## src/hw/rtl/rag_pkg.sv

```systemverilog
// ----------------------------------------------------------------------------
// rag_pkg: shared types and constants
// Operation codes, state types and queue status for the rational GCD block.
// ----------------------------------------------------------------------------
package rag_pkg;

  localparam int unsigned DataWidthDef = 32;
  localparam int unsigned QueueDepth   = 2;

  typedef enum logic [1:0] {
    FUNC_ADD = 2'd0,
    FUNC_SUB = 2'd1,
    FUNC_MUL = 2'd2,
    FUNC_DIV = 2'd3
  } func_e;

  typedef enum logic [1:0] {
    F_IDLE,
    F_LOAD,
    F_MUL,
    F_PUSH
  } front_state_e;

  typedef enum logic [2:0] {
    B_IDLE,
    B_TWO,
    B_GCD,
    B_DIV,
    B_OUT
  } back_state_e;

  typedef struct packed {
    logic full;
    logic empty;
  } q_status_t;

endpackage

```

## src/hw/rtl/rational_arith_gcd_reduce.sv

```systemverilog
// ----------------------------------------------------------------------------
// rational_arith_gcd_reduce: fraction arithmetic with GCD reduction
// Adds, subtracts, multiplies or divides two signed fractions and reduces
// the result by the GCD of the numerator and denominator magnitudes.
// ----------------------------------------------------------------------------
//
//  Channel | Direction | Handshake                | Payload
//  --------+-----------+--------------------------+--------------------------
//  in      | input     | in_valid_i / in_stall_o  | func, num_a, den_a, num_b, den_b
//  out     | output    | out_valid_o / out_stall_i| num_out, den_out, overflow, den_zero
//
// The front takes one beat at a time and forms each product in its
// shift-add multiplier: three products for add and subtract, two for
// multiply and divide. The back then runs the binary GCD and two restoring
// divisions, one for the numerator and one for the denominator. The
// two-entry queue lets the front work on the next beat while the back is
// busy. Reset clears all control state at once, and a stalled output
// simply holds the back in its output state.
//
module rational_arith_gcd_reduce import rag_pkg::*; #(
  parameter int unsigned DATA_WIDTH = DataWidthDef
) (
  input  logic               clk_i,
  input  logic               rst_ni,
  input  logic               in_valid_i,
  output logic               in_stall_o,
  input  logic [1:0]         func_i,
  input  logic signed [31:0] num_a_i,
  input  logic signed [31:0] den_a_i,
  input  logic signed [31:0] num_b_i,
  input  logic signed [31:0] den_b_i,
  output logic               out_valid_o,
  input  logic               out_stall_i,
  output logic signed [31:0] num_out_o,
  output logic signed [31:0] den_out_o,
  output logic               overflow_o,
  output logic               den_zero_o
);

  localparam int unsigned W  = DATA_WIDTH;
  localparam int unsigned QW = 2 * W + 1;

  logic [W-1:0]  na, da, nb, db, num_w, den_w;
  logic          push, pop;
  logic [QW-1:0] push_data, pop_data;
  q_status_t     q_status;

  // Inputs are sign-extended from 32 bits, or truncated, to the working width.
  assign na = W'(num_a_i);
  assign da = W'(den_a_i);
  assign nb = W'(num_b_i);
  assign db = W'(den_b_i);

  rag_front #(.DATA_WIDTH(W)) u_front (
    .clk_i       (clk_i),
    .rst_ni      (rst_ni),
    .in_valid_i  (in_valid_i),
    .in_stall_o  (in_stall_o),
    .func_i      (func_i),
    .num_a_i     (na),
    .den_a_i     (da),
    .num_b_i     (nb),
    .den_b_i     (db),
    .q_status_i  (q_status),
    .push_o      (push),
    .push_data_o (push_data)
  );

  rag_queue #(.WIDTH(QW)) u_queue (
    .clk_i       (clk_i),
    .rst_ni      (rst_ni),
    .push_i      (push),
    .push_data_i (push_data),
    .pop_i       (pop),
    .pop_data_o  (pop_data),
    .status_o    (q_status)
  );

  rag_back #(.DATA_WIDTH(W)) u_back (
    .clk_i       (clk_i),
    .rst_ni      (rst_ni),
    .q_status_i  (q_status),
    .pop_data_i  (pop_data),
    .pop_o       (pop),
    .out_valid_o (out_valid_o),
    .out_stall_i (out_stall_i),
    .num_o       (num_w),
    .den_o       (den_w),
    .overflow_o  (overflow_o),
    .den_zero_o  (den_zero_o)
  );

  // Results leave as the low 32 bits of the working-width values.
  assign num_out_o = 32'(num_w);
  assign den_out_o = 32'(den_w);

endmodule

```

## src/hw/rtl/rag_front.sv

```systemverilog
// ----------------------------------------------------------------------------
// rag_front: operand intake and raw fraction arithmetic
// Accepts a beat, forms the cross products with a shift-add multiplier and
// pushes the raw numerator, denominator and overflow flag to the queue.
// ----------------------------------------------------------------------------
module rag_front import rag_pkg::*; #(
  parameter int unsigned DATA_WIDTH = DataWidthDef
) (
  input  logic                      clk_i,
  input  logic                      rst_ni,
  input  logic                      in_valid_i,
  output logic                      in_stall_o,
  input  logic [1:0]                func_i,
  input  logic [DATA_WIDTH-1:0]     num_a_i,
  input  logic [DATA_WIDTH-1:0]     den_a_i,
  input  logic [DATA_WIDTH-1:0]     num_b_i,
  input  logic [DATA_WIDTH-1:0]     den_b_i,
  input  q_status_t                 q_status_i,
  output logic                      push_o,
  output logic [2*DATA_WIDTH:0]     push_data_o
);

  localparam int unsigned W  = DATA_WIDTH;
  localparam int unsigned CW = $clog2(DATA_WIDTH);
  localparam logic [2*W-1:0] Sign = (2*W)'(1) << (W - 1);

  front_state_e state_q, state_d;
  func_e        func_q;
  logic [W-1:0]   na_q, da_q, nb_q, db_q;
  logic [1:0]     k_q;
  logic [2*W-1:0] acc_q, mc_q;
  logic [W-1:0]   mb_q;
  logic           neg_q;
  logic [CW-1:0]  cnt_q;
  logic           ovf_q;
  logic [W-1:0]   prod_q [3];

  logic [W-1:0]   op_x, op_y, mag_x, mag_y;
  logic [2*W-1:0] acc_nxt, limit;
  logic [W-1:0]   prod_val;
  logic           prod_ovf, last_prod, last_bit;
  logic [W-1:0]   n_raw, d_raw, sum;
  logic           add_ovf;

  // Operand pair for the product now being loaded.
  always_comb begin
    unique case (func_q)
      FUNC_ADD, FUNC_SUB: begin
        op_x = (k_q == 2'd0) ? na_q : (k_q == 2'd1) ? nb_q : da_q;
        op_y = (k_q == 2'd0) ? db_q : (k_q == 2'd1) ? da_q : db_q;
      end
      FUNC_MUL: begin
        op_x = (k_q == 2'd0) ? na_q : da_q;
        op_y = (k_q == 2'd0) ? nb_q : db_q;
      end
      default: begin
        op_x = (k_q == 2'd0) ? na_q : da_q;
        op_y = (k_q == 2'd0) ? db_q : nb_q;
      end
    endcase
  end

  assign mag_x     = op_x[W-1] ? (~op_x + W'(1)) : op_x;
  assign mag_y     = op_y[W-1] ? (~op_y + W'(1)) : op_y;
  assign acc_nxt   = acc_q + (mb_q[0] ? mc_q : '0);
  assign limit     = neg_q ? Sign : (Sign - (2*W)'(1));
  assign prod_ovf  = acc_nxt > limit;
  assign prod_val  = neg_q ? (~acc_nxt[W-1:0] + W'(1)) : acc_nxt[W-1:0];
  assign last_bit  = (cnt_q == CW'(W - 1));
  assign last_prod = ((func_q == FUNC_ADD) || (func_q == FUNC_SUB)) ?
                     (k_q == 2'd2) : (k_q == 2'd1);

  // Final numerator and denominator.
  always_comb begin
    sum     = '0;
    add_ovf = 1'b0;
    unique case (func_q)
      FUNC_ADD: begin
        sum     = prod_q[0] + prod_q[1];
        add_ovf = ~(prod_q[0][W-1] ^ prod_q[1][W-1]) & (prod_q[0][W-1] ^ sum[W-1]);
      end
      FUNC_SUB: begin
        sum     = prod_q[0] - prod_q[1];
        add_ovf = (prod_q[0][W-1] ^ prod_q[1][W-1]) & (prod_q[0][W-1] ^ sum[W-1]);
      end
      default: ;
    endcase
    if ((func_q == FUNC_ADD) || (func_q == FUNC_SUB)) begin
      n_raw = sum;
      d_raw = prod_q[2];
    end else begin
      n_raw = prod_q[0];
      d_raw = prod_q[1];
    end
  end

  always_comb begin
    state_d = state_q;
    unique case (state_q)
      F_IDLE:  if (in_valid_i) state_d = F_LOAD;
      F_LOAD:  state_d = F_MUL;
      F_MUL:   if (last_bit) state_d = last_prod ? F_PUSH : F_LOAD;
      F_PUSH:  if (!q_status_i.full) state_d = F_IDLE;
      default: state_d = F_IDLE;
    endcase
  end

  always_comb begin
    in_stall_o  = (state_q != F_IDLE);
    push_o      = (state_q == F_PUSH) && !q_status_i.full;
    push_data_o = {ovf_q | add_ovf, d_raw, n_raw};
  end

  always_ff @(posedge clk_i or negedge rst_ni) begin
    if (!rst_ni) begin
      state_q <= F_IDLE;
    end else begin
      state_q <= state_d;
    end
  end

  always_ff @(posedge clk_i) begin
    unique case (state_q)
      F_IDLE: begin
        func_q <= func_e'(func_i);
        na_q   <= num_a_i;
        da_q   <= den_a_i;
        nb_q   <= num_b_i;
        db_q   <= den_b_i;
        k_q    <= 2'd0;
        ovf_q  <= 1'b0;
      end
      F_LOAD: begin
        acc_q <= '0;
        mc_q  <= (2*W)'(mag_x);
        mb_q  <= mag_y;
        neg_q <= op_x[W-1] ^ op_y[W-1];
        cnt_q <= '0;
      end
      F_MUL: begin
        acc_q <= acc_nxt;
        mc_q  <= mc_q << 1;
        mb_q  <= mb_q >> 1;
        cnt_q <= cnt_q + CW'(1);
        if (last_bit) begin
          prod_q[k_q] <= prod_val;
          ovf_q       <= ovf_q | prod_ovf;
          k_q         <= k_q + 2'd1;
        end
      end
      default: ;
    endcase
  end

endmodule

```

## src/hw/rtl/rag_queue.sv

```systemverilog
// ----------------------------------------------------------------------------
// rag_queue: short queue between front and back
// A small first-in first-out buffer of raw results.
// ----------------------------------------------------------------------------
module rag_queue import rag_pkg::*; #(
  parameter int unsigned WIDTH = 2 * DataWidthDef + 1
) (
  input  logic             clk_i,
  input  logic             rst_ni,
  input  logic             push_i,
  input  logic [WIDTH-1:0] push_data_i,
  input  logic             pop_i,
  output logic [WIDTH-1:0] pop_data_o,
  output q_status_t        status_o
);

  localparam int unsigned PW = $clog2(QueueDepth);

  logic [WIDTH-1:0] mem_q [QueueDepth];
  logic [PW-1:0]    wr_q, rd_q;
  logic [PW:0]      cnt_q;

  assign status_o.full  = (cnt_q == (PW+1)'(QueueDepth));
  assign status_o.empty = (cnt_q == '0);
  assign pop_data_o     = mem_q[rd_q];

  always_ff @(posedge clk_i or negedge rst_ni) begin
    if (!rst_ni) begin
      wr_q  <= '0;
      rd_q  <= '0;
      cnt_q <= '0;
    end else begin
      if (push_i) wr_q <= wr_q + PW'(1);
      if (pop_i)  rd_q <= rd_q + PW'(1);
      cnt_q <= cnt_q + (PW+1)'(push_i) - (PW+1)'(pop_i);
    end
  end

  always_ff @(posedge clk_i) begin
    if (push_i) mem_q[wr_q] <= push_data_i;
  end

endmodule

```

## src/hw/rtl/rag_back.sv

```systemverilog
// ----------------------------------------------------------------------------
// rag_back: GCD reduction and result register
// Binary GCD of the magnitudes, then two restoring divisions by the GCD,
// signs restored, result held in an output register (zero values pass as is).
// ----------------------------------------------------------------------------
module rag_back import rag_pkg::*; #(
  parameter int unsigned DATA_WIDTH = DataWidthDef
) (
  input  logic                  clk_i,
  input  logic                  rst_ni,
  input  q_status_t             q_status_i,
  input  logic [2*DATA_WIDTH:0] pop_data_i,
  output logic                  pop_o,
  output logic                  out_valid_o,
  input  logic                  out_stall_i,
  output logic [DATA_WIDTH-1:0] num_o,
  output logic [DATA_WIDTH-1:0] den_o,
  output logic                  overflow_o,
  output logic                  den_zero_o
);

  localparam int unsigned W  = DATA_WIDTH;
  localparam int unsigned CW = $clog2(DATA_WIDTH);

  back_state_e state_q, state_d;
  logic [W-1:0]  n_q, d_q, a_q, b_q, g_q, dvd_q, res_n_q, res_d_q;
  logic [W:0]    rem_q;
  logic [CW-1:0] k_q, cnt_q;
  logic          ovf_q, dz_q, sel_q, out_valid_q;

  logic [W-1:0] in_n, in_d, mag_n, mag_d, quo, quo_s;
  logic [W:0]   rem_sh;
  logic         ge, skip, last_bit;

  assign in_n     = pop_data_i[W-1:0];
  assign in_d     = pop_data_i[2*W-1:W];
  assign mag_n    = n_q[W-1] ? (~n_q + W'(1)) : n_q;
  assign mag_d    = d_q[W-1] ? (~d_q + W'(1)) : d_q;
  assign skip     = (in_n == '0) || (in_d == '0);
  assign rem_sh   = {rem_q[W-1:0], dvd_q[W-1]};
  assign ge       = rem_sh >= {1'b0, g_q};
  assign quo      = {dvd_q[W-2:0], ge};
  assign last_bit = (cnt_q == CW'(W - 1));
  // Negate the quotient back when the source value was negative.
  assign quo_s    = (sel_q ? d_q[W-1] : n_q[W-1]) ? (~quo + W'(1)) : quo;

  always_comb begin
    state_d = state_q;
    unique case (state_q)
      B_IDLE:  if (!q_status_i.empty) state_d = skip ? B_OUT : B_TWO;
      B_TWO:   if (a_q[0] | b_q[0]) state_d = B_GCD;
      B_GCD:   if (a_q == b_q) state_d = B_DIV;
      B_DIV:   if (last_bit && sel_q) state_d = B_OUT;
      B_OUT:   if (!out_valid_q || !out_stall_i) state_d = B_IDLE;
      default: state_d = B_IDLE;
    endcase
  end

  always_comb begin
    pop_o       = (state_q == B_IDLE) && !q_status_i.empty;
    out_valid_o = out_valid_q;
  end

  always_ff @(posedge clk_i or negedge rst_ni) begin
    if (!rst_ni) begin
      state_q     <= B_IDLE;
      out_valid_q <= 1'b0;
    end else begin
      state_q <= state_d;
      if ((state_q == B_OUT) && (!out_valid_q || !out_stall_i)) begin
        out_valid_q <= 1'b1;
      end else if (!out_stall_i) begin
        out_valid_q <= 1'b0;
      end
    end
  end

  always_ff @(posedge clk_i) begin
    unique case (state_q)
      B_IDLE: begin
        n_q     <= in_n;
        d_q     <= in_d;
        res_n_q <= in_n;
        res_d_q <= in_d;
        ovf_q   <= pop_data_i[2*W];
        dz_q    <= (in_d == '0);
        a_q     <= in_n[W-1] ? (~in_n + W'(1)) : in_n;
        b_q     <= in_d[W-1] ? (~in_d + W'(1)) : in_d;
        k_q     <= '0;
      end
      B_TWO: begin
        if (!(a_q[0] | b_q[0])) begin
          a_q <= a_q >> 1;
          b_q <= b_q >> 1;
          k_q <= k_q + CW'(1);
        end
      end
      B_GCD: begin
        if (a_q == b_q) begin
          g_q   <= a_q << k_q;
          dvd_q <= mag_n;
          rem_q <= '0;
          cnt_q <= '0;
          sel_q <= 1'b0;
        end else if (!a_q[0]) begin
          a_q <= a_q >> 1;
        end else if (!b_q[0]) begin
          b_q <= b_q >> 1;
        end else if (a_q > b_q) begin
          a_q <= a_q - b_q;
        end else begin
          b_q <= b_q - a_q;
        end
      end
      B_DIV: begin
        rem_q <= ge ? (rem_sh - {1'b0, g_q}) : rem_sh;
        dvd_q <= quo;
        cnt_q <= cnt_q + CW'(1);
        if (last_bit) begin
          if (!sel_q) begin
            res_n_q <= quo_s;
            dvd_q   <= mag_d;
            rem_q   <= '0;
            cnt_q   <= '0;
            sel_q   <= 1'b1;
          end else begin
            res_d_q <= quo_s;
          end
        end
      end
      B_OUT: begin
        if (!out_valid_q || !out_stall_i) begin
          num_o      <= res_n_q;
          den_o      <= res_d_q;
          overflow_o <= ovf_q;
          den_zero_o <= dz_q;
        end
      end
      default: ;
    endcase
  end

endmodule

```

## config.mk

```make
export PLATFORM = sky130hd
export DESIGN_NAME = rational_arith_gcd_reduce
export DESIGN_NICKNAME = d
export VERILOG_FILES = /design/src/hw/rtl/rag_pkg.sv /design/src/hw/rtl/rational_arith_gcd_reduce.sv /design/src/hw/rtl/rag_front.sv /design/src/hw/rtl/rag_queue.sv /design/src/hw/rtl/rag_back.sv
export SDC_FILE = /design/constraint.sdc
export NUM_CORES = 2
export LEC_CHECK = 0
export BUFFER_PORTS_ARGS = -buffer_cell sky130_fd_sc_hd__buf_2
export CORE_ASPECT_RATIO = 0.6
export CORE_MARGIN = 3
export CORE_UTILIZATION = 55
export DETAILED_ROUTE_END_ITERATION = 6
export PLACE_DENSITY = 0.72
export SLEW_MARGIN = 20
export SYNTH_ARGS = -nofsm -noshare
export SYNTH_HDL_FRONTEND = slang
export SYNTH_HIERARCHICAL = 1
export SYNTH_SLANG_ARGS = --single-unit
```

## constraint.sdc

```tcl
create_clock -name clk_i -period 15.48 [get_ports clk_i]
set_input_delay 2.322 -clock clk_i [delete_from_list [all_inputs] [get_ports clk_i]]
set_output_delay 2.322 -clock clk_i [all_outputs]
set_load 0.01 [all_outputs]
```

# ---- Word-level counts from Yosys, hierarchy flattened
# Memory sizes are Yosys's and may differ from the RTL's.
# Index checks and enable logic that the tools add are counted.
dict set report word_totals {
  regBits 676
  latch_bits 0
  ramBits 226
  mem_bits_ro 0
  word_cells 245
  memories 2
}
# name depth width read_ports rd_clocked_by_memory_dff wr line
set mem_list {}
lappend mem_list {u_queue.mem_q 2 65 1 0 1 rag_queue.sv:19} ;# logic [WIDTH-1:0] mem_q [QueueDepth];
lappend mem_list {u_front.prod_q 3 32 3 0 1 rag_front.sv:36} ;# logic [W-1:0] prod_q [3];
dict set report classes {
  add_sub_neg 22
  n_mul 0
  n_div 0
  order_cmp 3
  n_eq_ne 33
  shift 1
  muxes 88
  bitwise 18
  reduce_logical 40
}
# operator n
set ops {}
lappend ops {{two-way mux 32 bit} 40}
lappend ops {{case mux 32 bit (2 select lines)} 7}
lappend ops {{adder 32 x 1 -> 32 bit, second input constant} 8}
lappend ops {{inverter 32 bit} 8}
lappend ops {{case mux 64 bit (2 select lines)} 2}
lappend ops {{case mux 32 bit (3 select lines)} 2}
lappend ops {{subtractor 32 bit} 4}
lappend ops {{adder 64 bit} 1}
lappend ops {{greater-than comparator 64 bit} 1}
lappend ops {{zero test 32 bit} 2}
lappend ops {{two-way mux 64 bit} 1}
lappend ops {{>= comparator 33 x 32 -> 1 bit} 1}
lappend ops {{adder 32 bit} 1}
lappend ops {{equality test 32 bit} 1}
lappend ops {{greater-than comparator 32 bit} 1}
lappend ops {{<< shifter 32 x 5 -> 32 bit} 1}
lappend ops {{case mux 5 bit (2 select lines)} 3}
lappend ops {{two-way mux 5 bit} 4}
lappend ops {{two-way mux 3 bit} 6}
lappend ops {{!= test 2 x 1 -> 1 bit, second input constant} 8}
lappend ops {{adder 5 x 1 -> 5 bit, second input constant} 3}
lappend ops {{case mux 3 bit (5 select lines)} 1}
lappend ops {{AND reduction 3 bit} 5}
lappend ops {{AND reduction 5 bit} 3}
lappend ops {{31 further kinds} 91}

# ---- Longest topological paths before layout
dict set report logic_depth {
  word_depth 8
  ltp_mapped 24
}

# ---- Cells and area by module
# Netlist, hierarchy kept.
# mod n_inst cells_per_inst area_each_um2
set modules_own_cells {}
lappend modules_own_cells {rag_front 1 2695 26613.0}
lappend modules_own_cells {rag_back 1 2543 24664.9}
lappend modules_own_cells {rag_queue 1 217 5048.6}

# ---- Worst setup path after synthesis
# Ideal clock, no wire load.
dict set report synth_path {
  path_type {reg2reg}
  start {register u_back.state_q[0]}
  end {register u_back.b_q[10] (enable)}
  arrival_time_ns 8.183
  setup_slack_ns 6.821
  path_stages_with_launch 6
  synth_period_minus_slack_ns 8.659
  path_cell_list {dfrtp_1 -> clkbuf_1 -> nor3_1 -> a21o_1 -> a21oi_1 -> a311oi_1}
}
dict set report synth_between {
  elab_chain_len 3
  word_cells_on_any_way 9
  cone_classes {6 x eq/ne; 3 x reduce/logical}
}
# item line
set synth_rtl {}
lappend synth_rtl {{from (decl)} rag_back.sv:25} ;# back_state_e state_q, state_d;
lappend synth_rtl {{from (signal assigned)} rag_back.sv:69} ;# state_q <= state_d;
lappend synth_rtl {{equality test 3 x 2 -> 1 bit (tied with other cells)} rag_back.sv:79} ;# unique case (state_q)
lappend synth_rtl {{!= test 3 bit (no line) (tied with other cells)} n/a}
lappend synth_rtl {{AND reduction 5 bit (no line) *} n/a}
lappend synth_rtl {{to (signal assigned)} rag_back.sv:88} ;# b_q <= in_d[W-1] ? (~in_d + W'(1)) : in_d;
lappend synth_rtl {{to (signal assigned)} rag_back.sv:94} ;# b_q <= b_q >> 1;
lappend synth_rtl {{to (signal assigned)} rag_back.sv:108} ;# b_q <= b_q >> 1;
lappend synth_rtl {{to (decl)} rag_back.sv:26} ;# logic [W-1:0] n_q, d_q, a_q, b_q, g_q, dvd_q, res_n_q, res_d_q;
# Every way passes the cells marked *; elsewhere a longest branch is shown, timed or not.
# A chain may end at the register's enable or synchronous reset.

# ---- Worst setup path in the final report
dict set report layout_path {
  start {register u_front.mb_q[0]}
  end {register u_front.ovf_q, data pin}
}
dict set report layout_between {
  elab_chain_len 6
}
# item line
set layout_rtl {}
lappend layout_rtl {{from (decl)} rag_front.sv:32} ;# logic [W-1:0] mb_q;
lappend layout_rtl {{from (signal assigned)} rag_front.sv:136} ;# mb_q <= mag_y;
lappend layout_rtl {{from (signal assigned)} rag_front.sv:143} ;# mb_q <= mb_q >> 1;
lappend layout_rtl {{two-way mux 64 bit} rag_front.sv:65} ;# assign acc_nxt = acc_q + (mb_q[0] ? mc_q : '0);
lappend layout_rtl {{adder 64 bit} rag_front.sv:65}
lappend layout_rtl {{named net u_front.acc_nxt[30]} rag_front.sv:39} ;# logic [2*W-1:0] acc_nxt, limit;
lappend layout_rtl {{greater-than comparator 64 bit} rag_front.sv:67} ;# assign prod_ovf = acc_nxt > limit;
lappend layout_rtl {{bitwise OR 1 bit} rag_front.sv:147} ;# ovf_q <= ovf_q | prod_ovf;
lappend layout_rtl {{two-way mux 1 bit} rag_front.sv:145} ;# if (last_bit) begin
lappend layout_rtl {{case mux 1 bit (2 select lines)} rag_front.sv:123} ;# unique case (state_q)
lappend layout_rtl {{to (signal assigned)} rag_front.sv:147}
lappend layout_rtl {{to (decl)} rag_front.sv:35} ;# logic ovf_q;
# The timed path passes the listed nets, and every way through them passes these cells. The select of a mux whose other input is x is not followed.

==> metrics.cfg <==
[critical_path]
rr_worst_depth = 22
required_ns = 15.89
path_class = reg2reg
cp-endpoint = u_front/ovf_q
worstSetupStartpointType = register
r2r_end = u_front/ovf_q
crit_path_start = u_front/mb_q[0]
ff2ff_setup_slack_ns = 9.10
r2r-start = u_front/mb_q[0]
worstPathMaxFanout = 64
endpoint_kind = register
cp.arrival_ns = 6.79

[sta]
rsz0062_at_grt = false
timing.final.crit_period_ns = 6.38
worstMarginPinSlew_ns = 1.25
whs_ns = 0.418
drv_slew = 0
finalSetupViolCount = 0
fin_crit_sh = 0.412
finClkSkew_ns = 0.0445
max_freq_ghz = 0.157
maxSlewHeadroom = 0.161
fin_setup_tns_ns = 0
final-hold-violation-count = 0

[global_routing]
grt_first_pass_wirelength_mm = 252
globalRoute.totalOverflow = 0
antenna_found_initial = 2
grt_usage = 0.310
grt_pass1_vias = 40501
grt_max_degree = 90

[routing]
drtAntennaViolNets = 0
drtIter0Drc = 6457
drt_first_pass_iters = 7
drt_wl_total_mm = 169
routedWlPerCell_um = 24.4
viasPerCell = 6.47
drc = 0
route.vias.total = 44803

[yosys]
synthCells = 5455
synth_edf_count = 892
syn_area_per_cell_sq_um = 10.3
ys_seq_elements = 902
synth.distinct_cells = 97
synth.area.top_cells = edfxtp_1, ha_1, nand2_1
yosys_warnings = 6
syn-cell-area_sq_um = 56300
synth.net_count = 5871
synth_top_flop_cell = edfxtp_1
async_flop_share = 0.0111
seq_area_frac_synth = 0.480
synth_top_area_frac = 0.476
synth_top_cell_by_area = edfxtp_1

[die]
num_rows = 90
io_pins = 202
core-area_sq_um = 101000
die_height_um = 254
die_w_um = 419
initial_core_util = 0.558
die_area_sq_um = 106000

[final_layout]
fill_cells = 8386
layout_common_cells = edfxtp_1, nand2_1, o21ai_0
regArea_sq_um = 27000
multi_input_area_sq_um = 27500
syn2layout_area_growth_pct = 8.91
fin_nets = 5936
final_common_cell = edfxtp_1
drive_gt1_frac = 0.108

[clock_network]
post_cts_buffers = 0
cts_tree = built
clockBufferDepth = 3
clock_latency_ns = 0.73
cts_made_buffers = 89
path_clk_slew_ns = 0.06
cts-root-buf = clkbuf_16
cts_htree_levels = 3
cts_resized = 0
hold_buffers = 0
cts_sinks = 902

[placed_design]
routabilityCongestion = 1.02
numPortBuffers = 201
dpl.hpwl_mm = 126

[outcome]
outcome = finished clean

[worst_hold_path]
hp-class = reg2reg

[run]
maxCapViolations = 0

area by class of cell:
type                    count  share of cell area
multi-input cells        4032               0.448
flip-flops and latches    902               0.441
clock buffers             109              0.0384
well taps                1334              0.0272
repair buffers            256              0.0238
inverters                 239              0.0146
clock inverters            53             0.00765
diodes                      2           0.0000816
metal layers:
| metal | track usage | vias up | routed length (um) |
|---|---|---|---|
| met3 | 0.122 | 187 | 24800 |
| met4 | 0.0560 | 0 | 2810 |
| met2 | 0.388 | 2390 | 63100 |
| met5 | 0 | - | 0 |
| li1 | - | 20373 | - |
| met1 | 0.496 | 21853 | 78300 |
stage by stage:
| stage | instances | util | worst slack (ns) | area, sq um |
|---|---|---|---|---|
| after floorplan | 5455 | - | 6.82 | 56300 |
| after global placement | 6761 | 0.579 | 9.47 | 58500 |
| after detailed placement | 6761 | 0.579 | 9.37 | 58500 |
| after CTS | 6923 | 0.607 | 9.33 | 61300 |
| after global routing | 6925 | 0.607 | 8.62 | 61300 |
| final | 6927 | 0.607 | 9.10 | 61300 |
sequential cells by signal, summed over array words and instances (netlist names), 64 cells and up:
| name | cells |
|---|---|
| u_queue/mem_q | 130 |
| u_front/acc_q | 64 |
| u_front/mc_q | 64 |
| u_front/prod_q | 96 |
synthesized netlist by cell type (all sizes together), types with 42 or more instances:
cell type / count
edfxtp: 892
nand2: 537
nand3: 97
or3: 57
nor3: 84
nor2: 364
o31ai: 58
nor4: 42
clkbuf: 248
o21a: 71
nand2b: 44
mux2i: 109
mux2: 116
xnor2: 214
inv: 236
and3: 52
o21ai: 391
ha: 276
xor2: 158
nand4: 72
a31oi: 55
a211oi: 83
a21oi: 340
and2: 177
a21o: 122
worst min-delay path by stage:
| stage | startpoint | to | slack [ns] | cells past startpoint |
|---|---|---|---|---|
| 6_report | u_back/res_n_q[5] | u_back/num_o[5] | 0.42 | 0 |
| 5_1_grt | u_back/res_d_q[31] | u_back/den_o[31] | 0.42 | 0 |
| 2_1_floorplan | u_back/res_d_q[0] | u_back/den_o[0] | 0.40 | 0 |
| 4_1_cts | u_back/res_n_q[5] | u_back/num_o[5] | 0.42 | 0 |
| 3_5_place_dp | u_back/res_n_q[20] | u_back/num_o[20] | 0.40 | 0 |
| 3_3_place_gp | u_back/res_n_q[5] | u_back/num_o[5] | 0.40 | 0 |
cell families (layout without fill, tap and decap cells):
logic type | after synthesis | count (layout) | synth area share
AND/OR/NAND/NOR | 1691 | 1691 | 0.148
AO/OA/AOI/OAI | 1450 | 1450 | 0.165
flip-flops | 902 | 902 | 0.480
buffers and inverters | 521 | 657 | 0.0355
XOR/XNOR | 373 | 373 | 0.0583
adder cells (fa/ha/maj) | 282 | 282 | 0.0634
multiplexers | 236 | 236 | 0.0496
other | 0 | 2 | 0
critical path, stage by stage (launching register included):
cell and delay, ns:
edfxtp_1 0.32, buf_4 0.45, and2_1 0.23, ha_1 0.21, fa_1 0.25, a211oi_1 0.13
o211ai_1 0.50, nand4_1 0.37, a211oi_1 0.74, nor3_1 0.16, nor2_1 0.13, nor2_1 0.06
xnor2_1 0.34, ha_1 0.32, a21o_1 0.17, a211oi_1 0.30, o221ai_1 0.17, a21o_1 0.18
a21oi_1 0.31, and4b_1 0.28, and4_1 0.18, and4b_1 0.19, a21oi_1 0.06
Power is not shown: default switching activity piles up to over one toggle a cycle in this logic, so the estimate is an artifact.
